## src/sv/l2xy_pkg.sv

```systemverilog
`timescale 1ns / 1ps
`default_nettype none

package l2xy_pkg;

  // sizing
  localparam int RANGE_BITS    = 20;
  localparam int CORDIC_STAGES = 18;
  localparam int MAX_SAMPLES   = 4096;

  // fixed point
  localparam int GUARD     = 12;
  localparam int GAIN_W    = 31;
  localparam logic [GAIN_W-1:0] GAIN_INV = 31'h4DBA76D4;
  localparam int PROD_W    = RANGE_BITS + GAIN_W;
  localparam int SCALE_SH  = GAIN_W - GUARD;
  localparam int SCALED_W  = PROD_W + 1 - SCALE_SH;
  localparam int XY_W      = RANGE_BITS + GUARD + 3;
  localparam int Z_W       = 34;
  localparam int ANGLE_W   = 32;
  localparam int STG_W     = (CORDIC_STAGES > 1) ? $clog2(CORDIC_STAGES) : 1;

  // output fields
  localparam int COORD_W   = 21;
  localparam int IDX_W     = 12;
  localparam int OUT_LIMIT = 1048575;
  localparam int INDEX_LIMIT = (MAX_SAMPLES > 4096) ? 4095 : (MAX_SAMPLES - 1);

  // stream packing
  localparam int IN_DATA_W  = ((RANGE_BITS + 7) / 8) * 8;
  localparam int OUT_FLD_W  = 2 * COORD_W + IDX_W;
  localparam int OUT_DATA_W = ((OUT_FLD_W + 7) / 8) * 8;

  // register map (word index)
  localparam logic [1:0] REG_START_ANGLE = 2'd0;
  localparam logic [1:0] REG_ANGLE_STEP  = 2'd1;
  localparam logic [1:0] REG_RANGE_LOW   = 2'd2;
  localparam logic [1:0] REG_RANGE_HIGH  = 2'd3;

  typedef struct packed {
    logic [ANGLE_W-1:0]    start_angle;
    logic [ANGLE_W-1:0]    angle_step;
    logic [RANGE_BITS-1:0] range_low;
    logic [RANGE_BITS-1:0] range_high;
  } cfg_t;

  typedef struct packed {
    logic signed [XY_W-1:0] x;
    logic signed [XY_W-1:0] y;
    logic signed [Z_W-1:0]  z;
    logic [IDX_W-1:0]       idx;
  } cordic_word_t;

  // arctangent of 2^-i in binary angle units
  function automatic logic [31:0] atan_lut(input logic [4:0] i);
    logic [31:0] a;
    case (i)
      5'd0:    a = 32'd536870912;
      5'd1:    a = 32'd316933406;
      5'd2:    a = 32'd167458907;
      5'd3:    a = 32'd85004756;
      5'd4:    a = 32'd42667331;
      5'd5:    a = 32'd21354465;
      5'd6:    a = 32'd10679838;
      5'd7:    a = 32'd5340245;
      5'd8:    a = 32'd2670163;
      5'd9:    a = 32'd1335087;
      5'd10:   a = 32'd667544;
      5'd11:   a = 32'd333772;
      5'd12:   a = 32'd166886;
      5'd13:   a = 32'd83443;
      5'd14:   a = 32'd41722;
      5'd15:   a = 32'd20861;
      5'd16:   a = 32'd10430;
      5'd17:   a = 32'd5215;
      5'd18:   a = 32'd2608;
      5'd19:   a = 32'd1304;
      5'd20:   a = 32'd652;
      5'd21:   a = 32'd326;
      5'd22:   a = 32'd163;
      5'd23:   a = 32'd81;
      5'd24:   a = 32'd41;
      5'd25:   a = 32'd20;
      5'd26:   a = 32'd10;
      5'd27:   a = 32'd5;
      5'd28:   a = 32'd3;
      5'd29:   a = 32'd1;
      5'd30:   a = 32'd1;
      default: a = 32'd0;
    endcase
    return a;
  endfunction

endpackage

`default_nettype wire

```

## src/sv/l2xy_out.sv

```systemverilog
`timescale 1ns / 1ps
`default_nettype none

module l2xy_out import l2xy_pkg::*; (
  input  logic                  clk_i,
  input  logic                  rst_ni,
  input  logic                  vld_i,
  input  cordic_word_t          word_i,
  input  logic                  ready_i,
  output logic                  adv_o,
  output logic                  vld_o,
  output logic [OUT_DATA_W-1:0] data_o
);

  localparam int RW = XY_W + 1;
  localparam logic signed [RW-1:0] LimP = RW'(OUT_LIMIT);
  localparam logic signed [RW-1:0] LimN = -LimP;

  logic                  vld_q;
  logic [COORD_W-1:0]    px_q, py_q, px_d, py_d;
  logic [IDX_W-1:0]      idx_q;
  logic signed [RW-1:0]  vx, vy, rx, ry;

  // round half up and clamp
  assign vx = RW'(word_i.x) + RW'(1 << (GUARD - 1));
  assign vy = RW'(word_i.y) + RW'(1 << (GUARD - 1));
  assign rx = vx >>> GUARD;
  assign ry = vy >>> GUARD;

  always_comb begin
    if (rx > LimP)      px_d = COORD_W'(LimP);
    else if (rx < LimN) px_d = COORD_W'(LimN);
    else                px_d = COORD_W'(rx);
    if (ry > LimP)      py_d = COORD_W'(LimP);
    else if (ry < LimN) py_d = COORD_W'(LimN);
    else                py_d = COORD_W'(ry);
  end

  // output register, the chain moves when it is free
  assign adv_o = ~vld_q | ready_i;

  always_ff @(posedge clk_i or negedge rst_ni) begin
    if (!rst_ni) begin
      vld_q <= 1'b0;
    end else if (adv_o) begin
      vld_q <= vld_i;
    end
  end

  always_ff @(posedge clk_i) begin
    if (adv_o && vld_i) begin
      px_q  <= px_d;
      py_q  <= py_d;
      idx_q <= word_i.idx;
    end
  end

  assign vld_o  = vld_q;
  assign data_o = OUT_DATA_W'({idx_q, py_q, px_q});

endmodule

`default_nettype wire

```

## config.mk

```make
export PLATFORM = sky130hd
export DESIGN_NAME = l2xy_out
export DESIGN_NICKNAME = d
export VERILOG_FILES = /design/src/sv/l2xy_pkg.sv /design/src/sv/l2xy_out.sv
export SDC_FILE = /design/constraint.sdc
export NUM_CORES = 1
export LEC_CHECK = 0
export BUFFER_PORTS_ARGS = -buffer_cell sky130_fd_sc_hd__buf_2
export CORE_UTILIZATION = 46
export CTS_CLUSTER_DIAMETER = 120
export DETAILED_ROUTE_END_ITERATION = 10
export GPL_ROUTABILITY_DRIVEN = 0
export PLACE_DENSITY = 0.84
export SLEW_MARGIN = 15
export SYNTH_ARGS = -nofsm -noshare
export SYNTH_HDL_FRONTEND = slang
export SYNTH_SLANG_ARGS = --single-unit
```

## constraint.sdc

```tcl
create_clock -name clk_i -period 3 [get_ports clk_i]
set_input_delay 0.15 -clock clk_i [delete_from_list [all_inputs] [get_ports clk_i]]
set_output_delay 0.15 -clock clk_i [all_outputs]
set_load 0.1 [all_outputs]
```

==> impl_metrics.tcl <==
set metrics [dict create \
    run_status "completed" \
    drt-total-wl_mm 8.28 \
    p_sw_uw 791 \
    cp.required_ps 3150 \
    async_flop_share_pct 1.82 \
    synth_area_per_cell_sq_um 10.5 \
    cts_resized 0 \
    hold_ws_ps 24.7 \
    root_buffer "clkbuf_8" \
    top_level_ports 178 \
    seq_area_frac_synth_pct 46.3 \
    ys_types 60 \
    cts_made_buffers 5 \
    min-delay-start "word_i[10]" \
    track_usage_pct 20.5 \
    relSlewSlack_pct 46.4 \
    dp_hpwl_mm 6.33 \
    cts_buffer_depth 2 \
    drt-pass1-iter-count 5 \
    clk_latency_ps 300 \
    synth-seq-cells 55 \
    irDropWorstVdd_mv 0.230 \
    drive_gt1_share_pct 36.2 \
    crit_type "in2reg" \
    grt_max_degree 29 \
    core_sq_um 7370 \
    synthCells 339 \
    die_w_um 89.9 \
    finalSetupViolations 0 \
    drt_iter0_drc 202 \
    swShare_pct 39.6 \
    grt.overflow.total 0 \
    post_drt_wl_per_cell_um 14.9 \
    pwr-share-comb_pct 33.7 \
    vias 3119 \
    holdBufCountCts 1 \
    synth_edf_count 54 \
    postCtsSetupRepairBufs 0 \
    skew_ps 8.56 \
    grt_pass1_wl_mm 13.5 \
    pwr-share-clk_pct 20.3 \
    final_nets 577 \
    viasPerCell 5.62 \
    cts.htree.levels 2 \
    regToRegEndpoint "idx_q[1]" \
    cp-start-kind "input port" \
    die_h_um 89.9 \
    tightest_slew_ps 797 \
    fin_util_pct 58.6 \
    placed_area_sq_um 4220 \
    hold_path_depth 1 \
    finalHoldViolCount 0 \
    cts_tree "built" \
    drcViolationCount 0 \
    p_int_uw 1210 \
    die_area_sq_um 8080 \
    leakage_uw 0.00160 \
    rows 31 \
    holdPathEnd "idx_q[10]" \
    stdcell_area_sq_um 4320 \
    synth_flop_cell "edfxtp_1" \
    setup_tns_ps 0 \
    maxCapViolCount 0 \
    power.density_nw_per_um2 462 \
    grt_pass1_vias 2863 \
    pwr-share-seq_pct 45.9 \
    route.antenna.remaining_nets 0 \
    ys.warnings.count 0 \
    path_clk_slew_ps 100 \
    start_util_pct 48.2 \
    timing.final.crit_share_pct 80.6 \
    drv_slew 0 \
    end_kind "flop" \
    io_buffers 119 \
    syn_to_final_growth_pct 21.6 \
    rr_startpoint "vld_o" \
    cp.arrival_ps 2570 \
    crit_path_max_fanout 13 \
    fmax_ghz 0.413 \
    antenna_found_initial 0 \
    clock-sinks 55 \
    hold_class "in2reg" \
    antenna_cells 0 \
    r2r_cells 3 \
    fin_crit_ps 2420 \
    synth_area_sq_um 3550 \
    rsz0062_at_grt "no" \
    r2r_slack_ps 1440 \
]
[kinds of logic after synthesis]
group | after synthesis | synth area share (%)
adders and majority gates | 2 | 0.704
and+or+nand+nor | 132 | 22.0
xor gates and xnor gates | 38 | 9.36
other | 1 | 0.105
AOI/OAI and AO/OA | 75 | 14.5
DFF | 55 | 46.3
muxes | 7 | 2.11
buffers and inverters | 29 | 4.93
[layout make-up]
type | instances | area, sq um
inverter | 9 | 33.8
clock buffer | 5 | 68.8
tap | 99 | 124
sequential | 55 | 1650
multi-input combinational | 256 | 1740
timing repair buffer | 128 | 691
clock inverter | 3 | 20.0
fill | 640 | 3050
[worst max-delay path by stage]
stage / start / endpoint / slack (ps) / cells past startpoint
2_1_floorplan: vld_o / idx_q[0] / 60 / 2
3_3_place_gp: word_i[92] / px_q[18] / 310 / 9
3_5_place_dp: word_i[92] / px_q[16] / 300 / 9
4_1_cts: word_i[92] / px_q[16] / 620 / 9
5_1_grt: word_i[92] / px_q[19] / 430 / 9
6_report: word_i[92] / px_q[19] / 580 / 9
[registers in the layout, summed over array words and instances, names as in the netlist]
name and flops:
px_q 21, idx_q 12, py_q 21, vld_o 1
[power groups by stage]
stage	sequential (uW)	clock [uW]	combinational [uW]
floorplan	1270	0	191
global placement	935	0	661
detailed placement	935	0	672
CTS	918	419	674
global route	922	438	707
finish	917	407	674
[per-stage QoR]
step / instances / power (uW) / setup WS (ps)
3_3_place_gp: 546 / 1600 / 310
6_report: 555 / 2000 / 581
3_5_place_dp: 546 / 1610 / 305
5_1_grt: 555 / 2070 / 427
4_1_cts: 555 / 2010 / 620
2_1_floorplan: 340 / 1460 / 60.1
[critical path: stages]
cell and delay (ps):
buf_2 120, ha_1 310, nand3_2 210, or4_1 610, nor2_1 260, a31oi_1 120, o211a_1 390, buf_12 230
o21ai_0 150
[layout by cell type (no fill, tap or decap), types with 6 or more instances in the layout]
master,n
a21oi_1,15
a21oi_2,10
buf_2,119
buf_4,6
edfxtp_1,54
inv_1,9
nand2_1,27
nand3_1,21
nand4_1,10
nor2_1,20
nor3_1,11
nor4_1,9
o21ai_0,20
xnor2_1,22
xor2_1,16
[Yosys cell counts, drive strengths merged, types with 2 or more instances]
library cell   n  area, sq um
nand3         24          150
nor4b          3         26.3
or4            2         15.0
a31oi          2         12.5
or3            2         12.5
mux2i          3         30.0
nand2         28          108
o31a           2         17.5
nor3          11         55.1
and2           2         12.5
o41ai          2         17.5
edfxtp        54         1620
a211oi         5         37.5
a21oi         26          179
and4           2         17.5
xnor2         22          193
ha             2         25.0
nand4         12         96.3
and3           5         31.3
o211ai         2         15.0
xor2          16          140
clkbuf         6         26.3
mux2           4         45.0
nor3b          2         15.0
buf           14          115
nor4          12          111
a31o           4         35.0
inv            9         33.8
nor2          20         75.1
o21a           3         22.5
o21ai         21          109
nand2b         4         25.0
[routing by layer]
metal / wire length, um / up-vias / track usage (%)
met5: 0 / - / 0
met4: 62 / 0 / 4.84
met2: 3990 / 131 / 34.9
li1: - / 1516 / -
met1: 3730 / 1466 / 28.5
met3: 504 / 6 / 1.61
(Power assumes the default switching activity.)
