[config.mk]
export PLATFORM = sky130hd
export DESIGN_NAME = l2xy_front
export DESIGN_NICKNAME = d
export VERILOG_FILES = /design/src/sv/l2xy_pkg.sv /design/src/sv/l2xy_front.sv
export SDC_FILE = /design/constraint.sdc
export NUM_CORES = 1
export LEC_CHECK = 0
export ABC_AREA = 1
export BUFFER_PORTS_ARGS = -buffer_cell sky130_fd_sc_hd__buf_2
export CAP_MARGIN = 20
export CORE_ASPECT_RATIO = 0.7
export CORE_MARGIN = 1.5
export CORE_UTILIZATION = 35
export DETAILED_ROUTE_END_ITERATION = 6
export PLACE_DENSITY = 0.53
export SYNTH_ARGS = -nofsm -noshare
export SYNTH_HDL_FRONTEND = slang
export SYNTH_SLANG_ARGS = --single-unit
[constraint.sdc]
create_clock -name clk_i -period 6.81 [get_ports clk_i]
set_clock_uncertainty 0.1 [all_clocks]
set_input_delay 0.681 -clock clk_i [delete_from_list [all_inputs] [get_ports clk_i]]
set_output_delay 0.681 -clock clk_i [all_outputs]
set_load 0.02 [all_outputs]
[src/sv/l2xy_pkg.sv]
`timescale 1ns / 1ps
`default_nettype none

package l2xy_pkg;

  // sizing
  localparam int RANGE_BITS    = 20;
  localparam int CORDIC_STAGES = 18;
  localparam int MAX_SAMPLES   = 4096;

  // fixed point
  localparam int GUARD     = 12;
  localparam int GAIN_W    = 31;
  localparam logic [GAIN_W-1:0] GAIN_INV = 31'h4DBA76D4;
  localparam int PROD_W    = RANGE_BITS + GAIN_W;
  localparam int SCALE_SH  = GAIN_W - GUARD;
  localparam int SCALED_W  = PROD_W + 1 - SCALE_SH;
  localparam int XY_W      = RANGE_BITS + GUARD + 3;
  localparam int Z_W       = 34;
  localparam int ANGLE_W   = 32;
  localparam int STG_W     = (CORDIC_STAGES > 1) ? $clog2(CORDIC_STAGES) : 1;

  // output fields
  localparam int COORD_W   = 21;
  localparam int IDX_W     = 12;
  localparam int OUT_LIMIT = 1048575;
  localparam int INDEX_LIMIT = (MAX_SAMPLES > 4096) ? 4095 : (MAX_SAMPLES - 1);

  // stream packing
  localparam int IN_DATA_W  = ((RANGE_BITS + 7) / 8) * 8;
  localparam int OUT_FLD_W  = 2 * COORD_W + IDX_W;
  localparam int OUT_DATA_W = ((OUT_FLD_W + 7) / 8) * 8;

  // register map (word index)
  localparam logic [1:0] REG_START_ANGLE = 2'd0;
  localparam logic [1:0] REG_ANGLE_STEP  = 2'd1;
  localparam logic [1:0] REG_RANGE_LOW   = 2'd2;
  localparam logic [1:0] REG_RANGE_HIGH  = 2'd3;

  typedef struct packed {
    logic [ANGLE_W-1:0]    start_angle;
    logic [ANGLE_W-1:0]    angle_step;
    logic [RANGE_BITS-1:0] range_low;
    logic [RANGE_BITS-1:0] range_high;
  } cfg_t;

  typedef struct packed {
    logic signed [XY_W-1:0] x;
    logic signed [XY_W-1:0] y;
    logic signed [Z_W-1:0]  z;
    logic [IDX_W-1:0]       idx;
  } cordic_word_t;

  // arctangent of 2^-i in binary angle units
  function automatic logic [31:0] atan_lut(input logic [4:0] i);
    logic [31:0] a;
    case (i)
      5'd0:    a = 32'd536870912;
      5'd1:    a = 32'd316933406;
      5'd2:    a = 32'd167458907;
      5'd3:    a = 32'd85004756;
      5'd4:    a = 32'd42667331;
      5'd5:    a = 32'd21354465;
      5'd6:    a = 32'd10679838;
      5'd7:    a = 32'd5340245;
      5'd8:    a = 32'd2670163;
      5'd9:    a = 32'd1335087;
      5'd10:   a = 32'd667544;
      5'd11:   a = 32'd333772;
      5'd12:   a = 32'd166886;
      5'd13:   a = 32'd83443;
      5'd14:   a = 32'd41722;
      5'd15:   a = 32'd20861;
      5'd16:   a = 32'd10430;
      5'd17:   a = 32'd5215;
      5'd18:   a = 32'd2608;
      5'd19:   a = 32'd1304;
      5'd20:   a = 32'd652;
      5'd21:   a = 32'd326;
      5'd22:   a = 32'd163;
      5'd23:   a = 32'd81;
      5'd24:   a = 32'd41;
      5'd25:   a = 32'd20;
      5'd26:   a = 32'd10;
      5'd27:   a = 32'd5;
      5'd28:   a = 32'd3;
      5'd29:   a = 32'd1;
      5'd30:   a = 32'd1;
      default: a = 32'd0;
    endcase
    return a;
  endfunction

endpackage

`default_nettype wire

[src/sv/l2xy_front.sv]
`timescale 1ns / 1ps
`default_nettype none

module l2xy_front import l2xy_pkg::*; (
  input  logic                  clk_i,
  input  logic                  rst_ni,
  input  logic                  en_i,
  input  logic                  valid_i,
  input  logic [RANGE_BITS-1:0] range_i,
  input  logic                  start_i,
  input  cfg_t                  cfg_i,
  output logic                  vld_o,
  output cordic_word_t          word_o
);

  logic                  accept;
  logic [ANGLE_W-1:0]    ang_sel;
  logic [IDX_W-1:0]      idx_sel;
  logic                  gate;

  logic [ANGLE_W-1:0]    beam_q, beam_d;
  logic [IDX_W-1:0]      cnt_q, cnt_d;

  logic                  a_vld_q;
  logic [RANGE_BITS-1:0] a_r_q;
  logic [ANGLE_W-1:0]    a_ang_q;
  logic [IDX_W-1:0]      a_idx_q;

  logic                  b_vld_q;
  logic [PROD_W-1:0]     b_prod_q;
  logic [ANGLE_W-1:0]    b_ang_q;
  logic [IDX_W-1:0]      b_idx_q;

  logic                  c_vld_q;
  cordic_word_t          c_word_q, c_word_d;

  logic [PROD_W:0]         sum;
  logic [SCALED_W-1:0]     scaled;
  logic signed [XY_W-1:0]  x_pos;
  logic                    fold;
  logic signed [ANGLE_W-1:0] z_fold;

  // beam angle and index for this word
  assign accept  = valid_i & en_i;
  assign ang_sel = start_i ? cfg_i.start_angle : beam_q;
  assign idx_sel = start_i ? '0 : cnt_q;
  assign gate    = (range_i > cfg_i.range_low) && (range_i < cfg_i.range_high);
  assign beam_d  = ang_sel + cfg_i.angle_step;
  assign cnt_d   = (idx_sel < IDX_W'(INDEX_LIMIT)) ? idx_sel + IDX_W'(1) : idx_sel;

  always_ff @(posedge clk_i or negedge rst_ni) begin
    if (!rst_ni) begin
      beam_q <= '0;
      cnt_q  <= '0;
    end else if (accept) begin
      beam_q <= beam_d;
      cnt_q  <= cnt_d;
    end
  end

  // gain scaling, rounding and quadrant fold
  assign sum    = {1'b0, b_prod_q} + (PROD_W+1)'(1 << (SCALE_SH - 1));
  assign scaled = sum[PROD_W:SCALE_SH];
  assign x_pos  = $signed(XY_W'(scaled));
  assign fold   = b_ang_q[ANGLE_W-1] ^ b_ang_q[ANGLE_W-2];
  assign z_fold = $signed({b_ang_q[ANGLE_W-1] ^ fold, b_ang_q[ANGLE_W-2:0]});

  always_comb begin
    c_word_d.x   = fold ? -x_pos : x_pos;
    c_word_d.y   = '0;
    c_word_d.z   = Z_W'(z_fold);
    c_word_d.idx = b_idx_q;
  end

  // pipeline valid bits
  always_ff @(posedge clk_i or negedge rst_ni) begin
    if (!rst_ni) begin
      a_vld_q <= 1'b0;
      b_vld_q <= 1'b0;
      c_vld_q <= 1'b0;
    end else if (en_i) begin
      a_vld_q <= accept & gate;
      b_vld_q <= a_vld_q;
      c_vld_q <= b_vld_q;
    end
  end

  // pipeline payload
  always_ff @(posedge clk_i) begin
    if (en_i) begin
      a_r_q    <= range_i;
      a_ang_q  <= ang_sel;
      a_idx_q  <= idx_sel;
      b_prod_q <= PROD_W'(a_r_q) * PROD_W'(GAIN_INV);
      b_ang_q  <= a_ang_q;
      b_idx_q  <= a_idx_q;
      c_word_q <= c_word_d;
    end
  end

  assign vld_o  = c_vld_q;
  assign word_o = c_word_q;

endmodule

`default_nettype wire

==> results.yml <==
timing:
  post-route-period-util: 0.953
  setup_ws_ns: 0.319
  rsz0062_at_grt: "false"
  tns_ns: 0
  drv_slew: 0
  hold_viol_final: 0
  fmax_mhz: 154
  slew_headroom: 0.333
  period_needed_ns: 6.49
  setup_viol: 0
  max_slew.worst_pin.slew_ns: 1.00
routing:
  vias_per_cell: 4.57
  totalWireLength_mm: 68.9
  drtIter0Drc: 1297
  routedWlPerCell_um: 17.0
  ant_nets: 0
  dr_wl_met2_mm: 26.5
  wl_met3_mm: 5.10
  wl_met1_mm: 36.3
  top_layer: "met4"
  via_count: 18500
  dr.pass1.iters: 5
  drc: 0
cts:
  clkSinkCount: 267
  cts-hold-fix-buffers: 0
  cts_buffers: 29
  clk_latency_ns: 0.58
  root_buffer: "clkbuf_16"
  htreeDepth: 1
  cts_tree: "yes"
  cts_buffer_depth: 3
  path_clk_slew_ns: 0.06
placed_design:
  post-place-ws_ns: 0.264
  place.port_buffers: 210
  dp.final_hpwl_mm: 59.1
  gp_congestion: 0.941
logic_synthesis:
  synth-seq-area-share: 0.308
  synth-main-ff-cell: "edfxtp_1"
  synth_edf_count: 220
  ys_ff_latch: 267
  netlist_instances: 2802
  synth_warnings: 0
  synth_area_um2: 25200
  avgSynthCellArea_um2: 9.01
  async_flop_share: 0.176
  synthDistinctLibCells: 51
outcome:
  status: "completed"
floorplan:
  row_count: 82
  die_h_um: 228
  start_util: 0.353
  dieArea_um2: 73800
  core_um2: 71500
  ioPinCount: 246
  fp.dieW_um: 324
final_layout:
  fillers: 7290
  nets: 3710
  final-seq-area_um2: 7780
  drive_above_1_share: 0.121
  multi_input_area_um2: 15100
  area_delta_synth_final_pct: 13.3
grt:
  overflow: 0
  track_usage: 0.187
  grt_start_max_net_pins: 68
  grt_pass1_vias: 17900
  grt_antenna_before_repair: 0
  grt_pass1_wl_mm: 105
worst_setup_path:
  path_delay_family: "adder cells"
  worst-setup-path-type: "flip-flop to flip-flop"
  worst_ep_arrival_time_ns: 6.78
  startpoint_type: "flip-flop"
  worst_r2r_path_depth: 24
  required_ns: 7.10
  path_depth: 24
  end_kind: "flip-flop"
  path_max_fanout: 6
  slowest_stage: "fa_1"
  critPathMaxStageDelay_ns: 0.55
  path_buf_inv: 7
  path_cells: "buf_4 > fa_1 > xor2_1 > ha_1 > a21oi_1 > fa_1 > fa_1 > inv_1 > fa_1 > inv_1 > fa_1 > inv_1 > ha_1 > ha_1 > buf_4 > nand2_1 > nor2_1 > inv_1 > nor2_1 > inv_1 > o21ai_0 > nand3_1 > o211ai_1 > xor2_1"
hold_path:
  hp-class: "input port to async pin"
flow_run:
  maxCapViolations: 0
==> path summary, 6_finish.rpt <==
| path | slack, ns | endpoint | startpoint |
|---|---|---|---|
| worst max-delay path | 0.32 | b_prod_q[49]$_DFFE_PP_ | a_r_q[18]$_DFFE_PP_ |
| worst min register to register | 0.32 | word_o[13]$_DFFE_PP_ | b_ang_q[1]$_DFFE_PP_ |
| worst max register to register | 0.32 | b_prod_q[49]$_DFFE_PP_ | a_r_q[18]$_DFFE_PP_ |
| worst min-delay path | 0.13 | beam_q[0]$_DFFE_PN0P_ | rst_ni |
| max in group asynchronous | 6.00 | beam_q[19]$_DFFE_PN0P_ | rst_ni |
| min in group clk_i | 0.20 | a_r_q[0]$_DFFE_PP_ | range_i[0] |
==> logic make-up after synthesis <==
kind of cell               synth area share
other                              0.000149
AOI/OAI and AO/OA                    0.0646
xor gates and xnor gates             0.0315
buffers and inverters                0.0992
adders and majority gates             0.327
and+or+nand+nor                       0.169
DFF                                   0.308
==> stage by stage <==
| stage | hold WS (ns) | cell area, µm² | std cells | util |
|---|---|---|---|---|
| after floorplan | 0.285 | 25400 | 2836 | - |
| after global placement | 0.300 | 27500 | 3986 | 0.385 |
| after detailed placement | 0.305 | 27500 | 3986 | 0.385 |
| after CTS | 0.123 | 28500 | 4040 | 0.399 |
| after global routing | 0.157 | 28600 | 4048 | 0.400 |
| final | 0.130 | 28600 | 4049 | 0.400 |
==> registers in the layout, indices dropped and copies added, names as in the netlist <==
register,flops
word_o,79
b_prod_q,33
a_ang_q,32
b_ang_q,32
beam_q,32
a_r_q,20
a_idx_q,12
b_idx_q,12
cnt_q,12
a_vld_q,1
b_vld_q,1
vld_o,1
==> layout make-up <==
class / instances / area share
diodes: 1 / 0.0000875
clock buffers: 36 / 0.0284
clock inverters: 18 / 0.00700
inverters: 573 / 0.0752
multi-input cells: 1939 / 0.527
flip-flops and latches: 267 / 0.272
well taps: 966 / 0.0423
repair buffers: 249 / 0.0473
==> layer usage <==
layer / vias up / global-route usage
met5: - / 0
met4: 0 / 0.0300
met3: 45 / 0.0427
met2: 516 / 0.256
met1: 8592 / 0.299
li1: 9363 / -
==> synthesized netlist by cell type (all sizes together) (3+ instances only) <==
master | n | area [µm²]
nand2 | 617 | 2390
inv | 573 | 2150
ha | 292 | 3650
fa | 230 | 4600
edfxtp | 220 | 6610
nor2 | 217 | 930
a21oi | 119 | 596
o21ai | 106 | 553
nand3 | 98 | 521
xor2 | 58 | 508
dfrtp | 47 | 1180
buf | 40 | 290
xnor2 | 32 | 288
nand4 | 23 | 144
nor3 | 22 | 110
clkbuf | 17 | 63.8
a21boi | 11 | 82.6
or2 | 11 | 68.8
o21bai | 10 | 75.1
a31oi | 9 | 56.3
o21a | 9 | 67.6
nor4 | 8 | 50.1
o211ai | 6 | 45.0
a21o | 5 | 37.5
nand3b | 5 | 37.5
a211oi | 3 | 22.5
==> what timing repair did <==
action / in CTS / in global routing
gates resized for setup: 0 / 1
endpoints found under the setup margin: 0 / 6
setup buffers: 0 / 8
==> cell usage in the layout (no fill, tap or decap), types with 6 or more instances in the layout <==
master / count
a21oi_1: 119
ha_1: 292
nand4_1: 23
nor2_4: 7
nor3_1: 22
edfxtp_1: 220
o21ai_0: 99
o21a_1: 9
buf_4: 39
nor2_2: 12
xor2_1: 58
nor4_1: 8
o21bai_1: 10
nand2_2: 22
xnor2_1: 31
dfrtp_1: 47
or2_2: 10
nand3_2: 6
fa_1: 230
conb_1: 35
a21boi_0: 11
inv_1: 568
clkbuf_8: 6
buf_2: 209
clkbuf_16: 29
a31oi_1: 9
o211ai_1: 6
nand2_1: 592
nand3_1: 92
nor2_1: 196
==> worst register-to-register path: stages (launching register included) <==
cell	delay, ns
edfxtp_1	0.51
buf_4	0.20
fa_1	0.50
xor2_1	0.19
ha_1	0.18
a21oi_1	0.19
fa_1	0.50
fa_1	0.55
inv_1	0.05
fa_1	0.53
inv_1	0.06
fa_1	0.52
inv_1	0.04
ha_1	0.29
ha_1	0.35
buf_4	0.15
nand2_1	0.08
nor2_1	0.15
inv_1	0.10
nor2_1	0.24
inv_1	0.06
o21ai_0	0.26
nand3_1	0.12
o211ai_1	0.14
xor2_1	0.24
Power is left out: the tool's default activity adds up to more than one toggle a clock period on the data nets, which glitch-free logic cannot reach.
