**src/sv/l2xy_pkg.sv**
```systemverilog
`timescale 1ns / 1ps
`default_nettype none

package l2xy_pkg;

  // sizing
  localparam int RANGE_BITS    = 20;
  localparam int CORDIC_STAGES = 18;
  localparam int MAX_SAMPLES   = 4096;

  // fixed point
  localparam int GUARD     = 12;
  localparam int GAIN_W    = 31;
  localparam logic [GAIN_W-1:0] GAIN_INV = 31'h4DBA76D4;
  localparam int PROD_W    = RANGE_BITS + GAIN_W;
  localparam int SCALE_SH  = GAIN_W - GUARD;
  localparam int SCALED_W  = PROD_W + 1 - SCALE_SH;
  localparam int XY_W      = RANGE_BITS + GUARD + 3;
  localparam int Z_W       = 34;
  localparam int ANGLE_W   = 32;
  localparam int STG_W     = (CORDIC_STAGES > 1) ? $clog2(CORDIC_STAGES) : 1;

  // output fields
  localparam int COORD_W   = 21;
  localparam int IDX_W     = 12;
  localparam int OUT_LIMIT = 1048575;
  localparam int INDEX_LIMIT = (MAX_SAMPLES > 4096) ? 4095 : (MAX_SAMPLES - 1);

  // stream packing
  localparam int IN_DATA_W  = ((RANGE_BITS + 7) / 8) * 8;
  localparam int OUT_FLD_W  = 2 * COORD_W + IDX_W;
  localparam int OUT_DATA_W = ((OUT_FLD_W + 7) / 8) * 8;

  // register map (word index)
  localparam logic [1:0] REG_START_ANGLE = 2'd0;
  localparam logic [1:0] REG_ANGLE_STEP  = 2'd1;
  localparam logic [1:0] REG_RANGE_LOW   = 2'd2;
  localparam logic [1:0] REG_RANGE_HIGH  = 2'd3;

  typedef struct packed {
    logic [ANGLE_W-1:0]    start_angle;
    logic [ANGLE_W-1:0]    angle_step;
    logic [RANGE_BITS-1:0] range_low;
    logic [RANGE_BITS-1:0] range_high;
  } cfg_t;

  typedef struct packed {
    logic signed [XY_W-1:0] x;
    logic signed [XY_W-1:0] y;
    logic signed [Z_W-1:0]  z;
    logic [IDX_W-1:0]       idx;
  } cordic_word_t;

  // arctangent of 2^-i in binary angle units
  function automatic logic [31:0] atan_lut(input logic [4:0] i);
    logic [31:0] a;
    case (i)
      5'd0:    a = 32'd536870912;
      5'd1:    a = 32'd316933406;
      5'd2:    a = 32'd167458907;
      5'd3:    a = 32'd85004756;
      5'd4:    a = 32'd42667331;
      5'd5:    a = 32'd21354465;
      5'd6:    a = 32'd10679838;
      5'd7:    a = 32'd5340245;
      5'd8:    a = 32'd2670163;
      5'd9:    a = 32'd1335087;
      5'd10:   a = 32'd667544;
      5'd11:   a = 32'd333772;
      5'd12:   a = 32'd166886;
      5'd13:   a = 32'd83443;
      5'd14:   a = 32'd41722;
      5'd15:   a = 32'd20861;
      5'd16:   a = 32'd10430;
      5'd17:   a = 32'd5215;
      5'd18:   a = 32'd2608;
      5'd19:   a = 32'd1304;
      5'd20:   a = 32'd652;
      5'd21:   a = 32'd326;
      5'd22:   a = 32'd163;
      5'd23:   a = 32'd81;
      5'd24:   a = 32'd41;
      5'd25:   a = 32'd20;
      5'd26:   a = 32'd10;
      5'd27:   a = 32'd5;
      5'd28:   a = 32'd3;
      5'd29:   a = 32'd1;
      5'd30:   a = 32'd1;
      default: a = 32'd0;
    endcase
    return a;
  endfunction

endpackage

`default_nettype wire

```
**src/sv/l2xy_cell.sv**
```systemverilog
`timescale 1ns / 1ps
`default_nettype none

module l2xy_cell import l2xy_pkg::*; (
  input  logic             clk_i,
  input  logic             rst_ni,
  input  logic             en_i,
  input  logic [STG_W-1:0] stage_i,
  input  logic             vld_i,
  input  cordic_word_t     word_i,
  output logic             vld_o,
  output cordic_word_t     word_o
);

  logic                   vld_q;
  cordic_word_t           word_q, word_d;
  logic signed [XY_W-1:0] dx, dy;
  logic signed [Z_W-1:0]  at;
  logic                   pos;

  // one micro-rotation
  assign dx  = word_i.y >>> stage_i;
  assign dy  = word_i.x >>> stage_i;
  assign at  = $signed({{(Z_W-32){1'b0}}, atan_lut(5'(stage_i))});
  assign pos = ~word_i.z[Z_W-1];

  always_comb begin
    word_d.idx = word_i.idx;
    if (pos) begin
      word_d.x = word_i.x - dx;
      word_d.y = word_i.y + dy;
      word_d.z = word_i.z - at;
    end else begin
      word_d.x = word_i.x + dx;
      word_d.y = word_i.y - dy;
      word_d.z = word_i.z + at;
    end
  end

  always_ff @(posedge clk_i or negedge rst_ni) begin
    if (!rst_ni) begin
      vld_q <= 1'b0;
    end else if (en_i) begin
      vld_q <= vld_i;
    end
  end

  always_ff @(posedge clk_i) begin
    if (en_i) begin
      word_q <= word_d;
    end
  end

  assign vld_o  = vld_q;
  assign word_o = word_q;

endmodule

`default_nettype wire

```
**config.mk**
```make
export PLATFORM = sky130hd
export DESIGN_NAME = l2xy_cell
export DESIGN_NICKNAME = d
export VERILOG_FILES = /design/src/sv/l2xy_pkg.sv /design/src/sv/l2xy_cell.sv
export SDC_FILE = /design/constraint.sdc
export NUM_CORES = 1
export LEC_CHECK = 0
export ABC_CLOCK_PERIOD_IN_PS = 2250
export BUFFER_PORTS_ARGS = -buffer_cell sky130_fd_sc_hd__clkbuf_2
export CAP_MARGIN = 5
export CORE_MARGIN = 3
export CORE_UTILIZATION = 60
export CTS_BUF_LIST = sky130_fd_sc_hd__clkbuf_8
export DETAILED_ROUTE_END_ITERATION = 10
export PLACE_DENSITY_LB_ADDON = 0.2
export SYNTH_ARGS = -nofsm -noshare
export SYNTH_HDL_FRONTEND = slang
export SYNTH_SLANG_ARGS = --single-unit
```
**constraint.sdc**
```tcl
create_clock -name clk_i -period 2.25 [get_ports clk_i]
set_clock_uncertainty 0.05 [all_clocks]
set_input_delay 0 -clock clk_i [delete_from_list [all_inputs] [get_ports clk_i]]
set_output_delay 0 -clock clk_i [all_outputs]
set_load 0.01 [all_outputs]
```
==> results of run 1 <==
## logic make-up after synthesis
| logic type | synth area share, % |
|---|---|
| AO/OA/AOI/OAI | 20.6 |
| AND/OR/NAND/NOR | 15.1 |
| multiplexers | 19.2 |
| XOR/XNOR | 9.86 |
| buffers and inverters | 3.84 |
| flip-flops | 22.1 |
| adder cells (fa/ha/maj) | 9.27 |
## through the flow
stage	cell area [µm²]	util [%]	setup WS, ns	instances	hold WS, ns
global placement	22500	87.7	-3.57	2874	-0.276
floorplan	16200	-	-3.56	1722	-0.346
detailed placement	22500	87.7	-3.86	2874	-0.268
==> results.cfg, run 1 <==
[synth]
post-synth-top-count-cell = sky130_fd_sc_hd__a21oi_1
ys_seq_elements = 117
number_of_synthesized_flops_with_an_enable_pin = 116
synth_async_sr_flop_share_pct = 0.855
netlist_area_um2 = 15900
synth_area_per_cell_um2 = 9.24
mappedNetlistNets = 1963
synth_largest_area_cell = sky130_fd_sc_hd__edfxtp_1
yosys.area.top_type_share_pct = 21.9
netlist_top_cells_count = 167 x sky130_fd_sc_hd__a21oi_1, 149 x sky130_fd_sc_hd__nor2_1, 140 x sky130_fd_sc_hd__nand2_1
synth-seq-area-share_pct = 22.1
synth_flop_cell = sky130_fd_sc_hd__edfxtp_1
synth_cell_type_count = 92
post_synth_main_area_contributors = sky130_fd_sc_hd__edfxtp_1 22%, sky130_fd_sc_hd__mux4_2 13%, sky130_fd_sc_hd__ha_1 8.9%
synth-warning-count = 0
synthesis.instances = 1722

[placed_design]
port-buffer-count = 241
place_congestion = 1.24
detailedPlacementHpwl_mm = 53.3

[die]
initial_core_util_pct = 62.1
floorplan.rows = 58
floorplan.die.width_um = 169
pin_count = 242
dieHeight_um = 169

[clock_network]
cts_htree_levels = 4
cts_repair_resize_count = 401
cts.sinks = 117
total_clock_buffers_created_by_cts = 17
clock_tree.root_cell = sky130_fd_sc_hd__clkbuf_8
number_of_hold_repair_buffers_added_at_the_cts_stage = 17
max-clock-path-buffers = 2
postCtsSetupRepairBufs = 136

[run_status]
outcome = stopped before the end
flow.first_error = [ERROR DPL-0038] Utilization greater than 100%, impossible to legalize
failed_stage = clock tree synthesis (4_1_cts)
==> run 2, diff against run 1 <==
--- a/config.mk
+++ b/config.mk
@@ -9,10 +9,9 @@
 export BUFFER_PORTS_ARGS = -buffer_cell sky130_fd_sc_hd__clkbuf_2
 export CAP_MARGIN = 5
 export CORE_MARGIN = 3
-export CORE_UTILIZATION = 60
-export CTS_BUF_LIST = sky130_fd_sc_hd__clkbuf_8
+export CORE_UTILIZATION = 40
 export DETAILED_ROUTE_END_ITERATION = 10
-export PLACE_DENSITY_LB_ADDON = 0.2
+export PLACE_DENSITY_LB_ADDON = 0.15
 export SYNTH_ARGS = -nofsm -noshare
 export SYNTH_HDL_FRONTEND = slang
 export SYNTH_SLANG_ARGS = --single-unit
==> run 2 against run 1 <==
Effect of this change:
- the flow now finishes, with violations (negative hold slack, negative setup slack)
- synthesized cell count stayed put
- synthesized area unchanged
==> results.cfg, run 2 <==
[synth]
post-synth-top-count-cell = sky130_fd_sc_hd__a21oi_1
synth_flop_cell = sky130_fd_sc_hd__edfxtp_1
synth-warning-count = 0
post_synth_main_area_contributors = sky130_fd_sc_hd__edfxtp_1 22%, sky130_fd_sc_hd__mux4_2 13%, sky130_fd_sc_hd__ha_1 8.9%
netlist_top_cells_count = 167 x sky130_fd_sc_hd__a21oi_1, 149 x sky130_fd_sc_hd__nor2_1, 140 x sky130_fd_sc_hd__nand2_1
netlist_area_um2 = 15900
synth_async_sr_flop_share_pct = 0.855
mappedNetlistNets = 1963
synth_cell_type_count = 92
ys_seq_elements = 117
yosys.area.top_type_share_pct = 21.9
synth_area_per_cell_um2 = 9.24
synthesis.instances = 1722
synth_largest_area_cell = sky130_fd_sc_hd__edfxtp_1
number_of_synthesized_flops_with_an_enable_pin = 116
synth-seq-area-share_pct = 22.1

[layout]
layout-drive-gt1-share_pct = 56.1
nFillCells = 3063
layout.cells.most_common_list = 796 x sky130_fd_sc_hd__buf_4, 235 x sky130_fd_sc_hd__clkbuf_2, 125 x sky130_fd_sc_hd__nand2_1, 123 x sky130_fd_sc_hd__nor2_1, 116 x sky130_fd_sc_hd__edfxtp_1
flip_flop_count_of_the_largest_register_after_layout = 116
finalNetCount = 3032
layout_commonest_cell = sky130_fd_sc_hd__buf_4
antenna_cells = 0
post_layout_nonfiller_instances = 3322
syn_to_final_growth_pct = 69.5
post_route_core_utilization_pct = 69.1

[power]
comb_power_share_pct = 63.5
pwr-share-seq_pct = 20.1
p_int_uw = 10300
power_density_nw_per_um2 = 617
total_switching_power_uw = 6370
switching_share_pct = 38.3
vdd.ir_drop.worst_mv = 0.621
power.leakage_uw = 0.0123
total_power_uw = 16600
clock_power_share_pct = 16.4

[clock_network]
clock_tree.root_cell = sky130_fd_sc_hd__clkbuf_16
tritoncts_clock_tree = done
clock_latency_ns = 0.48
number_of_hold_repair_buffers_added_at_the_cts_stage = 18
max-clock-path-buffers = 2
cts_htree_levels = 4
total_clock_buffers_created_by_cts = 17
clk_pin_slew_worst_paths_ns = 0.06
cts.sinks = 117

[critical_path]
critical_path_class = in -> reg
critical-path-top-delay-family = compound AO/OA/AOI/OAI gates
crit_buf_inv = 4
endpoint_kind = flop
cp.required_ns = 2.43
cp_slowest_stage_delay_ns = 0.55
arrival_ns = 5.42
critPathMaxFanout = 14
series_of_cell_instances_along_the_critical_path = buf_16 -> mux4_2 -> buf_4 -> buf_4 -> mux2i_1 -> mux4_2 -> nand3b_1 -> nor4_4 -> buf_4 -> nand2_4 -> nor2_4 -> a21oi_2 -> xnor2_2 -> ha_1 -> and2_4 -> a221o_1 -> a221o_1 -> a211o_1 -> a41o_1 -> a221o_1 -> a2111o_1 -> a21o_1 -> a21oi_2 -> xnor2_1
timing.critical_path.from_type = primary input
critical-path-slowest-cell = sky130_fd_sc_hd__mux4_2

[timing]
fmax_ghz = 0.191
worst_tran_pin_value_ns = 0.778
worst_slew_slack_as_a_fraction_of_its_limit_pct = 47.9
layout_min_cycle_time_ns = 5.23
post-route-period-util_pct = 233
setup-violations-final = 101
rsz0062_at_grt = yes
final.hold.worst_slack_ns = -0.212
slew_violations = 0
report.final.hold_viol_count = 3
layout_setup_ws_ns = -2.98

[drt]
avgRoutedWirePerCell_um = 21.5
finalWirelength_mm = 71.4
route.antenna.remaining_nets = 0
drtPass1Iterations = 5
viasPerCell = 5.69
vias = 18900
route.detailed.drc = 0
drtIter0Drc = 1545

[die]
die_area_um2 = 42200
pin_count = 242
floorplan.die.width_um = 205
core_area_um2 = 39000
floorplan.rows = 72
initial_core_util_pct = 40.8
dieHeight_um = 205

[placed_design]
place_congestion = 1.03
port-buffer-count = 241
numPlacedInstances = 3146
detailedPlacementHpwl_mm = 55.4

[run_status]
violations_in_the_final_reports = negative hold slack, negative setup slack
outcome = finished, violations left

[flow_run]
max-cap-violations = 0

[worst_hold_path]
worstHoldPathType = in -> reg

[grt]
global_route.usage.total_pct = 32.8
grt_antenna_before_repair = 1
grt.overflow.total = 0
grt_start_max_net_pins = 56
grt_pass1_vias = 18600
grt_first_pass_wirelength_mm = 106
==> run 2: cells by family after synthesis <==
logic type / Yosys count / synth area share, %
buffers and inverters: 135 / 3.84
adders and majority gates: 116 / 9.27
xor gates and xnor gates: 179 / 9.86
DFF: 117 / 22.1
and+or+nand+nor: 494 / 15.1
muxes: 181 / 19.2
AOI/OAI and AO/OA: 500 / 20.6
==> run 2: layout make-up <==
type | instances | area, µm² | area share [%]
clock buffer | 18 | 429 | 1.59
timing repair buffer | 1139 | 8580 | 31.8
clock inverter | 14 | 136 | 0.506
sequential | 117 | 3510 | 13.0
tap | 518 | 648 | 2.40
multi-input combinational | 1470 | 13500 | 50.0
inverter | 46 | 185 | 0.687
==> run 2: what timing repair did <==
action                                  4_1_cts  5_1_grt
buffers inserted                             92       39
gates cloned                                  3        1
hold endpoints to repair                     53        3
resized for setup                           259      173
pin swaps                                   113      131
endpoints found under the setup margin      102      102
==> run 2: stage by stage <==
stage	TNS, ns	area, µm²	hold WS (ns)	setup WS (ns)
3_5_place_dp	-268.63	23300	-0.274	-3.88
3_3_place_gp	-263.43	23300	-0.274	-3.77
6_report	-195.45	27000	-0.212	-2.98
2_1_floorplan	-202.22	16200	-0.346	-3.56
4_1_cts	-186.96	25900	-0.258	-2.94
5_1_grt	-210.27	27000	-0.213	-3.17
==> run 2: final timing paths <==
path / from / endpoint / slack (ns) / cells past startpoint
max in group asynchronous: rst_ni / vld_o$_DFFE_PN0P_ / 1.73 / 3
setup reg to reg: vld_o$_DFFE_PN0P_ / vld_o$_DFFE_PN0P_ / 1.45 / 1
min in group asynchronous: rst_ni / vld_o$_DFFE_PN0P_ / 0.31 / 3
hold reg to reg: vld_o$_DFFE_PN0P_ / vld_o$_DFFE_PN0P_ / 0.47 / 1
hold / removal: word_i[12] / word_o[12]$_DFFE_PP_ / -0.21 / 2
setup / recovery: stage_i[0] / word_o[114]$_DFFE_PP_ / -2.98 / 24
==> run 2: power groups by stage <==
stage | Clock, µW | Combinational [µW] | Sequential, µW
6_report | 2730 | 10600 | 3350
5_1_grt | 2860 | 11300 | 3410
4_1_cts | 2800 | 9780 | 3360
3_5_place_dp | 0 | 8700 | 3390
3_3_place_gp | 0 | 8630 | 3380
2_1_floorplan | 0 | 4190 | 3700
==> run 2: layer usage <==
layer  global-route usage [%]  vias to the layer above  wire length, µm
met3                     5.87                      159             5300
met2                     52.6                      799            32900
met1                     44.1                     9224            30400
met5                        0                        -                0
met4                     13.0                        0             2800
li1                         -                     8728                -
Power figures use the tool's default switching activity.
==> run 3, diff against run 2 <==
--- a/config.mk
+++ b/config.mk
@@ -8,8 +8,7 @@
 export ABC_CLOCK_PERIOD_IN_PS = 2250
 export BUFFER_PORTS_ARGS = -buffer_cell sky130_fd_sc_hd__clkbuf_2
 export CAP_MARGIN = 5
-export CORE_MARGIN = 3
-export CORE_UTILIZATION = 40
+export CORE_UTILIZATION = 35
 export DETAILED_ROUTE_END_ITERATION = 10
 export PLACE_DENSITY_LB_ADDON = 0.15
 export SYNTH_ARGS = -nofsm -noshare
==> run 3 against run 2 <==
Effect of this change:
- the run still ends with negative hold slack, negative setup slack left
- sequential power is essentially flat
- setup slack got worse by 0.11 ns
- fmax shrank 2.1%
- cell area grew 1.3%
- critical path depth is 1 lower
- count of clock-buffer cells in the layout fell by 1
- sequential cell count unchanged
- sequential share of layout area fell by 0.17 points
- die area grew 9.7%
- non-clock buffer count shrank 4
- worst hold slack got worse by 0.016 ns
- largest power group unchanged
==> results.cfg, run 3 (synthesis results as in run 2) <==
[run_status]
outcome = finished, violations left
violations_in_the_final_reports = negative hold slack, negative setup slack

[placed_design]
detailedPlacementHpwl_mm = 56.8
placement.setup.worst_slack_ns = -3.88
place_congestion = 1.00
port-buffer-count = 241

[critical_path]
regToRegStartpoint = vld_o$_DFFE_PN0P_
r2r.worst_path.cells = 1
endpoint_kind = flop
setup.worst_path.start = word_i[59]
critical_path_class = in -> reg
critPathMaxFanout = 4
arrival_ns = 5.53
timing.critical_path.from_type = primary input
cp.required_ns = 2.44

[timing]
worst_tran_pin_value_ns = 0.820
layout_setup_ws_ns = -3.09
rsz0062_at_grt = yes
report.final.hold_viol_count = 3
layout_min_cycle_time_ns = 5.34
setup-violations-final = 102
slew_violations = 0
worst_slew_slack_as_a_fraction_of_its_limit_pct = 45.0
fmax_ghz = 0.187
final.hold.worst_slack_ns = -0.228
post-route-period-util_pct = 237

[layout]
layout_commonest_cell = sky130_fd_sc_hd__buf_4
flip_flop_count_of_the_largest_register_after_layout = 116
layout.cells.most_common_list = 775 x sky130_fd_sc_hd__buf_4, 229 x sky130_fd_sc_hd__clkbuf_2, 121 x sky130_fd_sc_hd__nand2_1, 120 x sky130_fd_sc_hd__nor2_1, 116 x sky130_fd_sc_hd__edfxtp_1
syn_to_final_growth_pct = 71.7
finalNetCount = 3028
layout-drive-gt1-share_pct = 56.9

[clock_network]
max-clock-path-buffers = 2
total_clock_buffers_created_by_cts = 17
clk_pin_slew_worst_paths_ns = 0.06
tritoncts_clock_tree = done
cts_htree_levels = 4
clock_latency_ns = 0.48
clock_tree.root_cell = sky130_fd_sc_hd__clkbuf_16
number_of_hold_repair_buffers_added_at_the_cts_stage = 18
cts.sinks = 117

[worst_hold_path]
worstHoldPathType = in -> reg
hold_path_startpoint = word_i[12]
worst_hold_path.num_cells = 2

[die]
floorplan.die.width_um = 215
die_area_um2 = 46300
core_area_um2 = 44500
pin_count = 242
initial_core_util_pct = 35.7
dieHeight_um = 215
floorplan.rows = 77

[grt]
grt_start_max_net_pins = 53
grt.overflow.total = 0
grt_first_pass_wirelength_mm = 109
grt_antenna_before_repair = 3
grt_pass1_vias = 18700
global_route.usage.total_pct = 31.0

[drt]
route.antenna.remaining_nets = 0
viasPerCell = 5.47
route.detailed.drc = 0
drtPass1Iterations = 5
finalWirelength_mm = 72.7
vias = 18600
avgRoutedWirePerCell_um = 21.4
drtIter0Drc = 1277

[power]
power_density_nw_per_um2 = 628
total_power_uw = 17200
vdd.ir_drop.worst_mv = 0.489
power.leakage_uw = 0.0124

[flow_run]
max-cap-violations = 0
[run 3: changes by cell type in the layout (fill, tap and decap cells not counted), moves of 6 or more]
cell                       change
sky130_fd_sc_hd__buf_4        -21
sky130_fd_sc_hd__buf_6        +14
sky130_fd_sc_hd__a21oi_2       +7
sky130_fd_sc_hd__nand2_2       +7
sky130_fd_sc_hd__xnor2_1       -7
sky130_fd_sc_hd__xnor2_2       +7
sky130_fd_sc_hd__buf_12        +6
sky130_fd_sc_hd__clkbuf_2      -6
sky130_fd_sc_hd__o21ai_0       -6
[run 3: layout make-up]
| type | instances | area (µm²) |
|---|---|---|
| multi-input combinational | 1470 | 13500 |
| inverter | 46 | 188 |
| tap | 592 | 741 |
| antenna | 1 | 2.50 |
| sequential | 117 | 3510 |
| timing repair buffer | 1135 | 8700 |
| fill | 3806 | 17200 |
| clock inverter | 15 | 228 |
| clock buffer | 17 | 425 |
[run 3: routing by layer]
layer	share of wire, %	up-vias	global-route usage, %
li1	-	8730	-
met1	43	9051	40.4
met2	47	657	50.1
met3	6.5	115	5.87
met4	3.5	2	12.9
met5	0.011	-	0
[run 3: report_power, final]
group          switching [µW]  total, µW  leakage (µW)  internal, µW
Sequential                140       3340       0.00115          3200
Combinational            5120      10700        0.0109          5550
Clock                    1170       3140      0.000311          1970
Total                    6430      17200        0.0124         10700
[run 3: worst paths after layout]
kind / to / slack [ns]
max in group asynchronous: vld_o$_DFFE_PN0P_ / 1.75
min in group asynchronous: vld_o$_DFFE_PN0P_ / 0.30
max reg2reg: vld_o$_DFFE_PN0P_ / 1.44
min reg2reg: vld_o$_DFFE_PN0P_ / 0.48
max: word_o[114]$_DFFE_PP_ / -3.09
min: word_o[12]$_DFFE_PP_ / -0.23
[run 3: worst max-delay path: stages]
cell	delay (ns)
sky130_fd_sc_hd__buf_4	0.14
sky130_fd_sc_hd__buf_4	0.13
sky130_fd_sc_hd__mux4_2	0.49
sky130_fd_sc_hd__mux4_2	0.55
sky130_fd_sc_hd__mux2i_2	0.23
sky130_fd_sc_hd__ha_2	0.24
sky130_fd_sc_hd__inv_2	0.06
sky130_fd_sc_hd__nor4_4	0.31
sky130_fd_sc_hd__nand2_2	0.13
sky130_fd_sc_hd__nor2_4	0.15
sky130_fd_sc_hd__nor2_2	0.06
sky130_fd_sc_hd__xnor2_1	0.13
sky130_fd_sc_hd__ha_1	0.30
sky130_fd_sc_hd__a21o_1	0.20
sky130_fd_sc_hd__a221o_1	0.34
sky130_fd_sc_hd__a221o_1	0.35
sky130_fd_sc_hd__a211o_1	0.27
sky130_fd_sc_hd__a41o_1	0.23
sky130_fd_sc_hd__a221o_1	0.41
sky130_fd_sc_hd__a2111o_1	0.44
sky130_fd_sc_hd__a21o_1	0.17
sky130_fd_sc_hd__a21oi_2	0.12
sky130_fd_sc_hd__xnor2_1	0.07
[run 3: stage by stage]
stage                     instances  util, %  TNS (ns)  cell area (µm²)
after floorplan                1722        -   -202.22            16200
final                          3393     61.4   -184.82            27300
after CTS                      3340     58.4   -183.00            26000
after detailed placement       3200     52.3   -275.37            23300
after global placement         3200     52.3   -271.00            23300
after global routing           3392     61.4   -199.95            27300
[run 3: timing repair]
action | in CTS | in global routing
cloned | 3 | 0
setup endpoints to repair | 101 | 102
pin swaps | 137 | 146
hold endpoints to repair | 49 | 3
buffers inserted | 92 | 66
gates resized for setup | 286 | 213
